$ cat src/hw/rtl/cfp_pkg.sv
// Shared types and constants of the command frame parser.
`timescale 1ns / 1ps

package cfp_pkg;

	// Byte codes of the frame format
	localparam logic [7:0] BYTE_SYNC   = 8'hFF;
	localparam logic [7:0] BYTE_HEAD   = 8'hBE;
	localparam logic [7:0] CMD_BUS_A   = 8'h0D;
	localparam logic [7:0] CMD_BUS_B   = 8'h0E;
	localparam logic [7:0] CHECK_MASK  = 8'h7F;
	localparam logic [7:0] SOUND_BASE  = 8'h40;
	localparam logic [7:0] SOUND_LAST  = 8'h59;

	// Most results one frame may replay
	localparam int RESULT_LIMIT = 16;

	// Parse step of the frame
	typedef enum logic [2:0] {
		PS_IDLE  = 3'd0,
		PS_HEAD  = 3'd1,
		PS_CMD   = 3'd2,
		PS_CHECK = 3'd3,
		PS_ADDR  = 3'd4,
		PS_COUNT = 3'd5,
		PS_DATA  = 3'd6
	} parse_t;

	// Sequencer phase: take bytes, or replay stored payload
	typedef enum logic [1:0] {
		PH_ACCEPT = 2'd0,
		PH_READ   = 2'd1,
		PH_LOAD   = 2'd2
	} phase_t;

	// Controller to datapath
	typedef struct packed {
		logic xor_clear;
		logic xor_byte;
		logic hold_cmd;
		logic hold_addr;
		logic hold_count;
		logic data_step;
		logic load_result;
		logic start_replay;
		logic rd_issue;
		logic load_replay;
	} cfp_cmd_t;

	// Datapath to controller
	typedef struct packed {
		logic is_sync;
		logic is_head;
		logic byte_is_bus;
		logic data_done;
		logic check_match;
		logic held_is_bus;
		logic replay_zero;
		logic replay_last;
		logic out_free;
	} cfp_stat_t;

endpackage

$ cat src/hw/rtl/cfp_ram.sv
// Generic single-write, single-read RAM with registered read data.
`timescale 1ns / 1ps

module cfp_ram #(
	parameter int WIDTH = 8,
	parameter int DEPTH = 16,
	parameter int AW    = (DEPTH > 1) ? $clog2(DEPTH) : 1
) (
	input  logic             clk,
	input  logic             wr_en,
	input  logic [AW-1:0]    wr_addr,
	input  logic [WIDTH-1:0] wr_data,
	input  logic             rd_en,
	input  logic [AW-1:0]    rd_addr,
	output logic [WIDTH-1:0] rd_data
);

	logic [WIDTH-1:0] mem_q [DEPTH];

	// Write port
	always_ff @(posedge clk) begin
		if (wr_en) begin
			mem_q[wr_addr] <= wr_data;
		end
	end

	// Registered read port
	always_ff @(posedge clk) begin
		if (rd_en) begin
			rd_data <= mem_q[rd_addr];
		end
	end

endmodule

$ cat src/hw/rtl/cfp_datapath.sv
// Datapath of the command frame parser: checksum, held fields, payload store, result register.
`timescale 1ns / 1ps

module cfp_datapath #(
	parameter int PAYLOAD_DEPTH = 16
) (
	input  logic               clk,
	input  logic               arst_n,
	input  logic [7:0]         rx_byte,
	input  cfp_pkg::cfp_cmd_t  cmd,
	output cfp_pkg::cfp_stat_t stat,
	input  logic               m_tready,
	output logic               m_tvalid,
	output logic               frame_status,
	output logic [7:0]         command_code,
	output logic [4:0]         sound_number,
	output logic [7:0]         bus_address,
	output logic [7:0]         byte_count,
	output logic [7:0]         payload_value,
	output logic [7:0]         running_check,
	output logic [7:0]         check_received,
	output logic               last_of_run
);

	import cfp_pkg::*;

	localparam int AW    = (PAYLOAD_DEPTH > 1) ? $clog2(PAYLOAD_DEPTH) : 1;
	localparam int LIMIT = (PAYLOAD_DEPTH < RESULT_LIMIT) ? PAYLOAD_DEPTH : RESULT_LIMIT;
	localparam int KW    = $clog2(LIMIT + 1);

	logic [7:0]    xor_q;
	logic [7:0]    cmd_q;
	logic [7:0]    addr_q;
	logic [7:0]    count_q;
	logic [7:0]    idx_q;
	logic [7:0]    check_q;
	logic [KW-1:0] k_q;
	logic          valid_q;

	logic [7:0]    idx_next;
	logic          idx_take;
	logic          wr_en;
	logic [KW-1:0] limit;
	logic [7:0]    ram_rdata;
	logic          held_bus;
	logic          held_sound;
	logic [7:0]    sound_diff;

	// Payload index and store gating
	assign idx_take = idx_q < count_q;
	assign idx_next = idx_take ? idx_q + 8'd1 : idx_q;
	assign wr_en    = cmd.data_step && idx_take && (idx_q < 8'(PAYLOAD_DEPTH));

	// Replay length: count capped by store depth and result limit
	assign limit = (count_q < 8'(LIMIT)) ? KW'(count_q) : KW'(LIMIT);

	// Command decode of the held command
	assign held_bus   = (cmd_q == CMD_BUS_A) || (cmd_q == CMD_BUS_B);
	assign held_sound = (cmd_q > SOUND_BASE) && (cmd_q <= SOUND_LAST);
	assign sound_diff = cmd_q - SOUND_BASE;

	// Status to the controller
	always_comb begin
		stat.is_sync     = rx_byte == BYTE_SYNC;
		stat.is_head     = rx_byte == BYTE_HEAD;
		stat.byte_is_bus = (rx_byte == CMD_BUS_A) || (rx_byte == CMD_BUS_B);
		stat.data_done   = idx_next == count_q;
		stat.check_match = rx_byte == (xor_q & CHECK_MASK);
		stat.held_is_bus = held_bus;
		stat.replay_zero = limit == '0;
		stat.replay_last = (k_q + KW'(1)) == limit;
		stat.out_free    = !valid_q || m_tready;
	end

	cfp_ram #(
		.WIDTH(8),
		.DEPTH(PAYLOAD_DEPTH),
		.AW   (AW)
	) u_store (
		.clk    (clk),
		.wr_en  (wr_en),
		.wr_addr(idx_q[AW-1:0]),
		.wr_data(rx_byte),
		.rd_en  (cmd.rd_issue),
		.rd_addr(AW'(k_q)),
		.rd_data(ram_rdata)
	);

	// Checksum, held fields, payload index, replay counter
	always_ff @(posedge clk or negedge arst_n) begin
		if (!arst_n) begin
			xor_q   <= '0;
			cmd_q   <= '0;
			addr_q  <= '0;
			count_q <= '0;
			idx_q   <= '0;
			k_q     <= '0;
		end else begin
			if (cmd.xor_clear) begin
				xor_q <= '0;
			end else if (cmd.xor_byte || (cmd.data_step && idx_take)) begin
				xor_q <= xor_q ^ rx_byte;
			end
			if (cmd.hold_cmd) begin
				cmd_q <= rx_byte;
			end
			if (cmd.hold_addr) begin
				addr_q <= rx_byte;
			end
			if (cmd.hold_count) begin
				count_q <= rx_byte;
				idx_q   <= '0;
			end else if (cmd.data_step) begin
				idx_q <= idx_next;
			end
			if (cmd.start_replay) begin
				k_q <= '0;
			end else if (cmd.load_replay) begin
				k_q <= k_q + KW'(1);
			end
		end
	end

	// Check byte kept for the replayed results
	always_ff @(posedge clk) begin
		if (cmd.start_replay) begin
			check_q <= rx_byte;
		end
	end

	// Output register valid
	always_ff @(posedge clk or negedge arst_n) begin
		if (!arst_n) begin
			valid_q <= 1'b0;
		end else if (cmd.load_result || cmd.load_replay) begin
			valid_q <= 1'b1;
		end else if (m_tready) begin
			valid_q <= 1'b0;
		end
	end

	// Output register payload
	always_ff @(posedge clk) begin
		if (cmd.load_result || cmd.load_replay) begin
			command_code  <= cmd_q;
			sound_number  <= held_sound ? sound_diff[4:0] : 5'd0;
			bus_address   <= held_bus ? addr_q : 8'd0;
			byte_count    <= held_bus ? count_q : 8'd0;
			running_check <= xor_q;
		end
		if (cmd.load_result) begin
			frame_status   <= !stat.check_match;
			payload_value  <= 8'd0;
			check_received <= rx_byte;
			last_of_run    <= 1'b1;
		end else if (cmd.load_replay) begin
			frame_status   <= 1'b0;
			payload_value  <= ram_rdata;
			check_received <= check_q;
			last_of_run    <= stat.replay_last;
		end
	end

	assign m_tvalid = valid_q;

endmodule

$ cat src/hw/rtl/cfp_ctrl.sv
// Controller of the command frame parser: parse step and replay sequencer.
`timescale 1ns / 1ps

module cfp_ctrl (
	input  logic               clk,
	input  logic               arst_n,
	input  logic               s_tvalid,
	output logic               s_tready,
	input  cfp_pkg::cfp_stat_t stat,
	output cfp_pkg::cfp_cmd_t  cmd
);

	import cfp_pkg::*;

	parse_t step_q, step_d;
	phase_t phase_q, phase_d;
	logic   fire;

	assign s_tready = (phase_q == PH_ACCEPT) && stat.out_free;
	assign fire     = s_tvalid && s_tready;

	// State registers
	always_ff @(posedge clk or negedge arst_n) begin
		if (!arst_n) begin
			step_q  <= PS_IDLE;
			phase_q <= PH_ACCEPT;
		end else begin
			step_q  <= step_d;
			phase_q <= phase_d;
		end
	end

	// Next state
	always_comb begin
		step_d  = step_q;
		phase_d = phase_q;
		unique case (phase_q)
			PH_ACCEPT: begin
				if (fire) begin
					if (stat.is_sync) begin
						step_d = PS_HEAD;
					end else begin
						unique case (step_q)
							PS_HEAD:  step_d = stat.is_head ? PS_CMD : PS_IDLE;
							PS_CMD:   step_d = stat.byte_is_bus ? PS_ADDR : PS_CHECK;
							PS_ADDR:  step_d = PS_COUNT;
							PS_COUNT: step_d = PS_DATA;
							PS_DATA:  step_d = stat.data_done ? PS_CHECK : PS_DATA;
							PS_CHECK: begin
								step_d = PS_IDLE;
								if (stat.check_match && stat.held_is_bus && !stat.replay_zero) begin
									phase_d = PH_READ;
								end
							end
							default:  step_d = PS_IDLE;
						endcase
					end
				end
			end
			PH_READ: phase_d = PH_LOAD;
			PH_LOAD: begin
				if (stat.out_free) begin
					phase_d = stat.replay_last ? PH_ACCEPT : PH_READ;
				end
			end
			default: phase_d = PH_ACCEPT;
		endcase
	end

	// Datapath commands
	always_comb begin
		cmd = '0;
		unique case (phase_q)
			PH_ACCEPT: begin
				if (fire) begin
					if (stat.is_sync) begin
						cmd.xor_clear = 1'b1;
					end else begin
						unique case (step_q)
							PS_HEAD: cmd.xor_byte = 1'b1;
							PS_CMD: begin
								cmd.hold_cmd = 1'b1;
								cmd.xor_byte = 1'b1;
							end
							PS_ADDR: cmd.hold_addr = 1'b1;
							PS_COUNT: begin
								cmd.hold_count = 1'b1;
								cmd.xor_clear  = 1'b1;
							end
							PS_DATA: cmd.data_step = 1'b1;
							PS_CHECK: begin
								if (stat.check_match && stat.held_is_bus && !stat.replay_zero) begin
									cmd.start_replay = 1'b1;
								end else begin
									cmd.load_result = 1'b1;
								end
							end
							default: cmd = '0;
						endcase
					end
				end
			end
			PH_READ: cmd.rd_issue = 1'b1;
			PH_LOAD: cmd.load_replay = stat.out_free;
			default: cmd = '0;
		endcase
	end

endmodule

$ cat src/hw/rtl/command_frame_parser.sv
// Top level of the command frame parser: stream ports around controller and datapath.
`timescale 1ns / 1ps

// Takes one received byte per accepted request and parses sync 0xFF, header
// 0xBE, command, and for bus commands 0x0D/0x0E an address, a count and the
// payload, ending in a check byte compared with the XOR checksum masked to
// 7 bits. The check byte gives one result, except for an accepted bus
// frame, which replays min(count, PAYLOAD_DEPTH, 16) stored payload bytes,
// each by a registered read of the payload RAM, then a load of the output
// register; input is held off during the replay. An output register parts
// the two sides; a new byte is taken when the output register is empty or
// drains in that cycle. PAYLOAD_DEPTH sets the payload RAM depth (1 to 64).
module command_frame_parser #(
	parameter int PAYLOAD_DEPTH = 16
) (
	input  logic        clk,
	input  logic        arst_n,
	input  logic        s_tvalid,
	output logic        s_tready,
	input  logic [7:0]  s_tdata,   // [7:0] rx_byte
	output logic        m_tvalid,
	input  logic        m_tready,
	// [7:0] command_code, [12:8] sound_number, [20:13] bus_address,
	// [28:21] byte_count, [36:29] payload_value, [44:37] running_check,
	// [52:45] check_received, [55:53] zero
	output logic [55:0] m_tdata,
	output logic        m_tuser,   // [0] frame_status
	output logic        m_tlast    // last_of_run
);

	import cfp_pkg::*;

	cfp_cmd_t   cmd;
	cfp_stat_t  stat;
	logic [7:0] command_code;
	logic [4:0] sound_number;
	logic [7:0] bus_address;
	logic [7:0] byte_count;
	logic [7:0] payload_value;
	logic [7:0] running_check;
	logic [7:0] check_received;

	cfp_ctrl u_ctrl (
		.clk     (clk),
		.arst_n  (arst_n),
		.s_tvalid(s_tvalid),
		.s_tready(s_tready),
		.stat    (stat),
		.cmd     (cmd)
	);

	cfp_datapath #(
		.PAYLOAD_DEPTH(PAYLOAD_DEPTH)
	) u_datapath (
		.clk           (clk),
		.arst_n        (arst_n),
		.rx_byte       (s_tdata),
		.cmd           (cmd),
		.stat          (stat),
		.m_tready      (m_tready),
		.m_tvalid      (m_tvalid),
		.frame_status  (m_tuser),
		.command_code  (command_code),
		.sound_number  (sound_number),
		.bus_address   (bus_address),
		.byte_count    (byte_count),
		.payload_value (payload_value),
		.running_check (running_check),
		.check_received(check_received),
		.last_of_run   (m_tlast)
	);

	// Pack result fields, lowest first
	assign m_tdata = {3'b000, check_received, running_check, payload_value,
		byte_count, bus_address, sound_number, command_code};

endmodule
$ cat config.mk
export PLATFORM = sky130hd
export DESIGN_NAME = command_frame_parser
export DESIGN_NICKNAME = d
export VERILOG_FILES = /design/src/hw/rtl/cfp_pkg.sv /design/src/hw/rtl/cfp_ram.sv /design/src/hw/rtl/cfp_datapath.sv /design/src/hw/rtl/cfp_ctrl.sv /design/src/hw/rtl/command_frame_parser.sv
export SDC_FILE = /design/constraint.sdc
export NUM_CORES = 1
export LEC_CHECK = 0
export BUFFER_PORTS_ARGS = -buffer_cell sky130_fd_sc_hd__buf_2
export CORE_UTILIZATION = 35
export DETAILED_ROUTE_END_ITERATION = 12
export PLACE_DENSITY_LB_ADDON = 0.25
export REMOVE_ABC_BUFFERS = 1
export SYNTH_ARGS = -nofsm -noshare
export SYNTH_HDL_FRONTEND = slang
export SYNTH_SLANG_ARGS = --single-unit
$ cat constraint.sdc
create_clock -name clk -period 5.25 [get_ports clk]
set_input_delay 0.7875 -clock clk [delete_from_list [all_inputs] [get_ports clk]]
set_output_delay 0.7875 -clock clk [all_outputs]
set_load 0.1 [all_outputs]
==> flow_results.xml <==
<?xml version="1.0" encoding="UTF-8"?>
<metrics>
  <group name="yosys">
    <metric name="synth-simple-area-share" unit="">0.09993</metric>
    <metric name="synth_top_family_by_area" unit="">multiplexers</metric>
    <metric name="ys_warn_count" unit="">0</metric>
    <metric name="ys_seq_elements" unit="">250</metric>
    <metric name="area_of_the_mapped_netlist" unit="sq mm">0.01048</metric>
    <metric name="ys_top_cells_by_count" unit="">edfxtp_1 (190), dfrtp_1 (51), nand2_1 (49)</metric>
    <metric name="adder_cell_share_of_the_synthesized_area" unit="">0.01433</metric>
    <metric name="synth_compound_gate_area_share" unit="">0.05265</metric>
    <metric name="yosysMostFrequentCell" unit="">edfxtp_1</metric>
    <metric name="synth-edff-count" unit="">190</metric>
    <metric name="synth_flop_cell" unit="">edfxtp_1</metric>
    <metric name="synth.largest_area_cell" unit="">edfxtp_1</metric>
    <metric name="synth.mux.area_fraction" unit="">0.1149</metric>
    <metric name="synth.yosys.seq_area_share" unit="">0.6834</metric>
    <metric name="synth_area_leaders" unit="">edfxtp_1 (54%), dfrtp_1 (12%), mux4_2 (8.6%), mux2_2 (2.8%), and2_1 (2.3%)</metric>
    <metric name="synth_async_sr_flop_share" unit="">0.2040</metric>
    <metric name="xor_xnor_share_of_the_synthesized_area" unit="">0.01671</metric>
    <metric name="yosys.area.top_type_share" unit="">0.5444</metric>
    <metric name="number_of_instances_in_the_synthesized_netlist" unit="">671</metric>
    <metric name="yosys.cell_types.count" unit="">57</metric>
    <metric name="syn_area_per_cell" unit="sq um">15.62</metric>
  </group>
  <group name="sta">
    <metric name="total_negative_slack_for_setup_checks" unit="ns">0</metric>
    <metric name="holdWs" unit="ns">0.3912</metric>
    <metric name="final-max-slew-violation-count" unit="">0</metric>
    <metric name="min_period_over_period" unit="">0.6507</metric>
    <metric name="fin_crit" unit="ns">3.416</metric>
    <metric name="report.final.setup_viol" unit="">0</metric>
    <metric name="max_clock_freq" unit="GHz">0.2927</metric>
    <metric name="worst_pin_slew" unit="ns">1.066</metric>
    <metric name="grt_setup_unrepaired" unit="">no</metric>
    <metric name="clock-skew-final" unit="ns">0.009511</metric>
    <metric name="max_slew_margin" unit="">0.2868</metric>
    <metric name="final_hold_viol_count" unit="">0</metric>
  </group>
  <group name="setup_path">
    <metric name="setup.reg_to_reg.worst_slack" unit="ns">1.83</metric>
    <metric name="end_kind" unit="">register</metric>
    <metric name="critical_path.slowest_cell" unit="">dfrtp_1</metric>
    <metric name="cp_peak_stage_delay" unit="ns">0.51</metric>
    <metric name="category_of_the_most_critical_setup_path" unit="">register to register</metric>
    <metric name="timing.critical_path.from_type" unit="">register</metric>
    <metric name="timing.critical_path.cells" unit="">inv_1 -&gt; ha_1 -&gt; o21a_1 -&gt; nor2_1 -&gt; o31ai_1 -&gt; nor2_1 -&gt; nand2_1 -&gt; nor3b_1 -&gt; and2_1</metric>
    <metric name="worstPathArrival" unit="ns">3.59</metric>
    <metric name="most_frequent_cp_cell" unit="">nor2_1</metric>
    <metric name="worstPathRequired" unit="ns">5.42</metric>
    <metric name="worstPathMaxFanout" unit="">10</metric>
  </group>
  <group name="worst_hold_path">
    <metric name="worstHoldPathType" unit="">input port to asynchronous set/reset pin</metric>
  </group>
  <group name="clock_tree">
    <metric name="cts-hold-fix-buffers" unit="">0</metric>
    <metric name="tritoncts_clock_tree" unit="">done</metric>
    <metric name="cts_root_buffer" unit="">clkbuf_16</metric>
    <metric name="buffer_depth_of_the_longest_clock_path" unit="">3</metric>
    <metric name="numClockSinks" unit="">250</metric>
    <metric name="cts.reportedPaths.clkPinSlew" unit="ns">0.07</metric>
    <metric name="cts-buffers-inserted" unit="">25</metric>
    <metric name="cts_htree_levels" unit="">1</metric>
    <metric name="insertion_delay" unit="ns">0.52</metric>
    <metric name="cts_repair_resize_count" unit="">0</metric>
    <metric name="postCtsSetupRepairBufs" unit="">0</metric>
  </group>
  <group name="finish">
    <metric name="fraction_of_final_layout_cells_sized_beyond_drive_strength_1" unit="">0.2533</metric>
    <metric name="finalNetCount" unit="">772</metric>
    <metric name="insertedDiodeCount" unit="">0</metric>
    <metric name="areaGrowthSynthToFinish" unit="%">14.86</metric>
    <metric name="n_fill_cell" unit="">2652</metric>
  </group>
  <group name="global_route">
    <metric name="globalRouteTotalUtil" unit="">0.1519</metric>
    <metric name="first_global_vias" unit="">5895</metric>
    <metric name="grt_antenna_before_repair" unit="">0</metric>
    <metric name="grt_remaining_overflow" unit="">0</metric>
    <metric name="grt_pass1_wl" unit="mm">35.50</metric>
    <metric name="maximum_number_of_pins_on_one_net_before_global_route_repair" unit="">52</metric>
  </group>
  <group name="floorplanning">
    <metric name="floorplan.initialDensity" unit="">0.3603</metric>
    <metric name="die-height" unit="um">175.0</metric>
    <metric name="die_w" unit="um">175.0</metric>
    <metric name="placementRows" unit="">62</metric>
    <metric name="design.portCount" unit="">72</metric>
    <metric name="core-area" unit="sq mm">0.02909</metric>
    <metric name="die-area" unit="sq mm">0.03064</metric>
  </group>
  <group name="status">
    <metric name="run_status" unit="">finished clean</metric>
  </group>
  <group name="pwr">
    <metric name="power.static_leakage" unit="nW">4.364</metric>
    <metric name="internal_power" unit="W">0.003598</metric>
    <metric name="pwr-share-seq" unit="">0.501</metric>
    <metric name="max-vdd-ir-drop" unit="mV">0.1863</metric>
    <metric name="power_frac_comb" unit="">0.151</metric>
    <metric name="design_power_total" unit="W">0.004977</metric>
    <metric name="clock_power_frac" unit="">0.348</metric>
    <metric name="p_switching" unit="W">0.001378</metric>
    <metric name="switching_share" unit="">0.2770</metric>
    <metric name="power.density" unit="mW/mm^2">413.4</metric>
  </group>
  <group name="drt">
    <metric name="routed_wirelength" unit="mm">23.08</metric>
    <metric name="remaining_drc_errors" unit="">0</metric>
    <metric name="avgViaCountPerCell" unit="">5.060</metric>
    <metric name="first_pass_iters" unit="">5</metric>
    <metric name="dr_total_vias" unit="">5819</metric>
    <metric name="drt_first_iter_violations" unit="">410</metric>
    <metric name="route.antenna.remaining_nets" unit="">0</metric>
    <metric name="avgRoutedWirePerCell" unit="um">20.07</metric>
  </group>
  <group name="flow_run">
    <metric name="drv.max_cap_violation_count" unit="">0</metric>
  </group>
  <group name="placed_design">
    <metric name="rd_place_congestion" unit="">0.8073</metric>
    <metric name="port-buffer-count" unit="">68</metric>
    <metric name="dpl.hpwl" unit="mm">15.06</metric>
  </group>
</metrics>
layout by cell type (no fill, tap or decap), types with 7 or more instances in the layout:
cell	count
buf_2	68
nor2b_1	7
nor4_1	8
and2_1	38
clkbuf_16	25
a21oi_1	24
xor2_1	7
xnor2_1	13
ha_1	12
mux2_2	26
nand4_1	9
clkinv_2	9
nor3_1	8
o21ai_0	23
buf_4	9
a21o_1	9
nand3_1	11
dfxtp_1	9
nor2_1	26
nand2_1	48
mux4_2	40
nand2b_1	17
edfxtp_1	190
dfrtp_1	50
inv_1	15
sequential cells by signal (all words and copies together), names as in the netlist, 8 cells and up:
| register | cells |
|---|---|
| u_datapath.running_check | 8 |
| u_datapath.addr_q | 8 |
| u_datapath.payload_value | 8 |
| u_datapath.bus_address | 8 |
| u_datapath.u_store.mem_q | 128 |
| u_datapath.u_store.rd_data | 8 |
| u_datapath.cmd_q | 8 |
| u_datapath.count_q | 8 |
| u_datapath.byte_count | 8 |
| u_datapath.check_q | 8 |
| u_datapath.check_received | 8 |
| u_datapath.xor_q | 8 |
| u_datapath.idx_q | 8 |
| u_datapath.command_code | 8 |
stage by stage:
stage / cell area [sq um] / setup slack (ns) / utilization / instances
final: 12040 / 1.834 / 0.4138 / 1150
after global routing: 12040 / 1.488 / 0.4138 / 1150
after CTS: 12040 / 1.843 / 0.4138 / 1150
after detailed placement: 11250 / 1.533 / 0.3867 / 1105
after global placement: 11250 / 1.625 / 0.3867 / 1105
after floorplan: 10360 / 0.7525 / - / 644
kinds of logic after synthesis:
family	after synthesis
adders and majority gates	12
xor gates and xnor gates	20
muxes	67
other	1
and+or+nand+nor	195
DFF	250
AOI/OAI and AO/OA	82
buffers and inverters	44
worst max-delay path: cells and delay by family (launching register included):
| family | cells | cell delay [ns] |
|---|---|---|
| AND/OR/NAND/NOR | 5 | 1.71 |
| adder cells (fa/ha/maj) | 1 | 0.30 |
| flip-flops | 1 | 0.51 |
| buffers and inverters | 1 | 0.16 |
| AO/OA/AOI/OAI | 2 | 0.39 |
routing by layer:
layer	wire [um]	global-route usage	vias to the layer above
met1	11140	0.2236	2991
li1	-	-	2701
met5	0	0	-
met3	671	0.01349	29
met4	390	0.03768	0
met2	10880	0.2424	98
power by group through the flow:
stage	combinational (W)	clock, W	sequential (W)
after floorplan	0.000477	0	0.00257
after global placement	0.000750	0	0.00253
after detailed placement	0.000755	0	0.00253
after CTS	0.000759	0.00176	0.00249
after global routing	0.000830	0.00182	0.00252
final	0.000754	0.00173	0.00249
final timing paths:
| check | from | end | depth (start not counted) |
|---|---|---|---|
| max | u_datapath.count_q[2] | u_datapath.u_store.mem_q[6][6] | 9 |
| min | arst_n | u_datapath.xor_q[2] | 2 |
| max reg2reg | u_datapath.count_q[2] | u_datapath.u_store.mem_q[6][6] | 9 |
| min reg2reg | u_datapath.u_store.rd_data[0] | u_datapath.payload_value[0] | 2 |
| max in group asynchronous | arst_n | u_datapath.k_q[0] | 2 |
| min in group clk | u_datapath.u_store.rd_data[0] | u_datapath.payload_value[0] | 2 |
cell type report:
| type | instances | area (sq um) | share of cell area |
|---|---|---|---|
| sequential | 250 | 7163 | 0.5951 |
| multi-input combinational | 379 | 3142 | 0.2610 |
| clock buffer | 33 | 675.6 | 0.05613 |
| tap | 384 | 480.5 | 0.03991 |
| timing repair buffer | 77 | 407.9 | 0.03388 |
| clock inverter | 12 | 112.6 | 0.009355 |
| inverter | 15 | 56.30 | 0.004677 |
(Power assumes the default switching activity.)
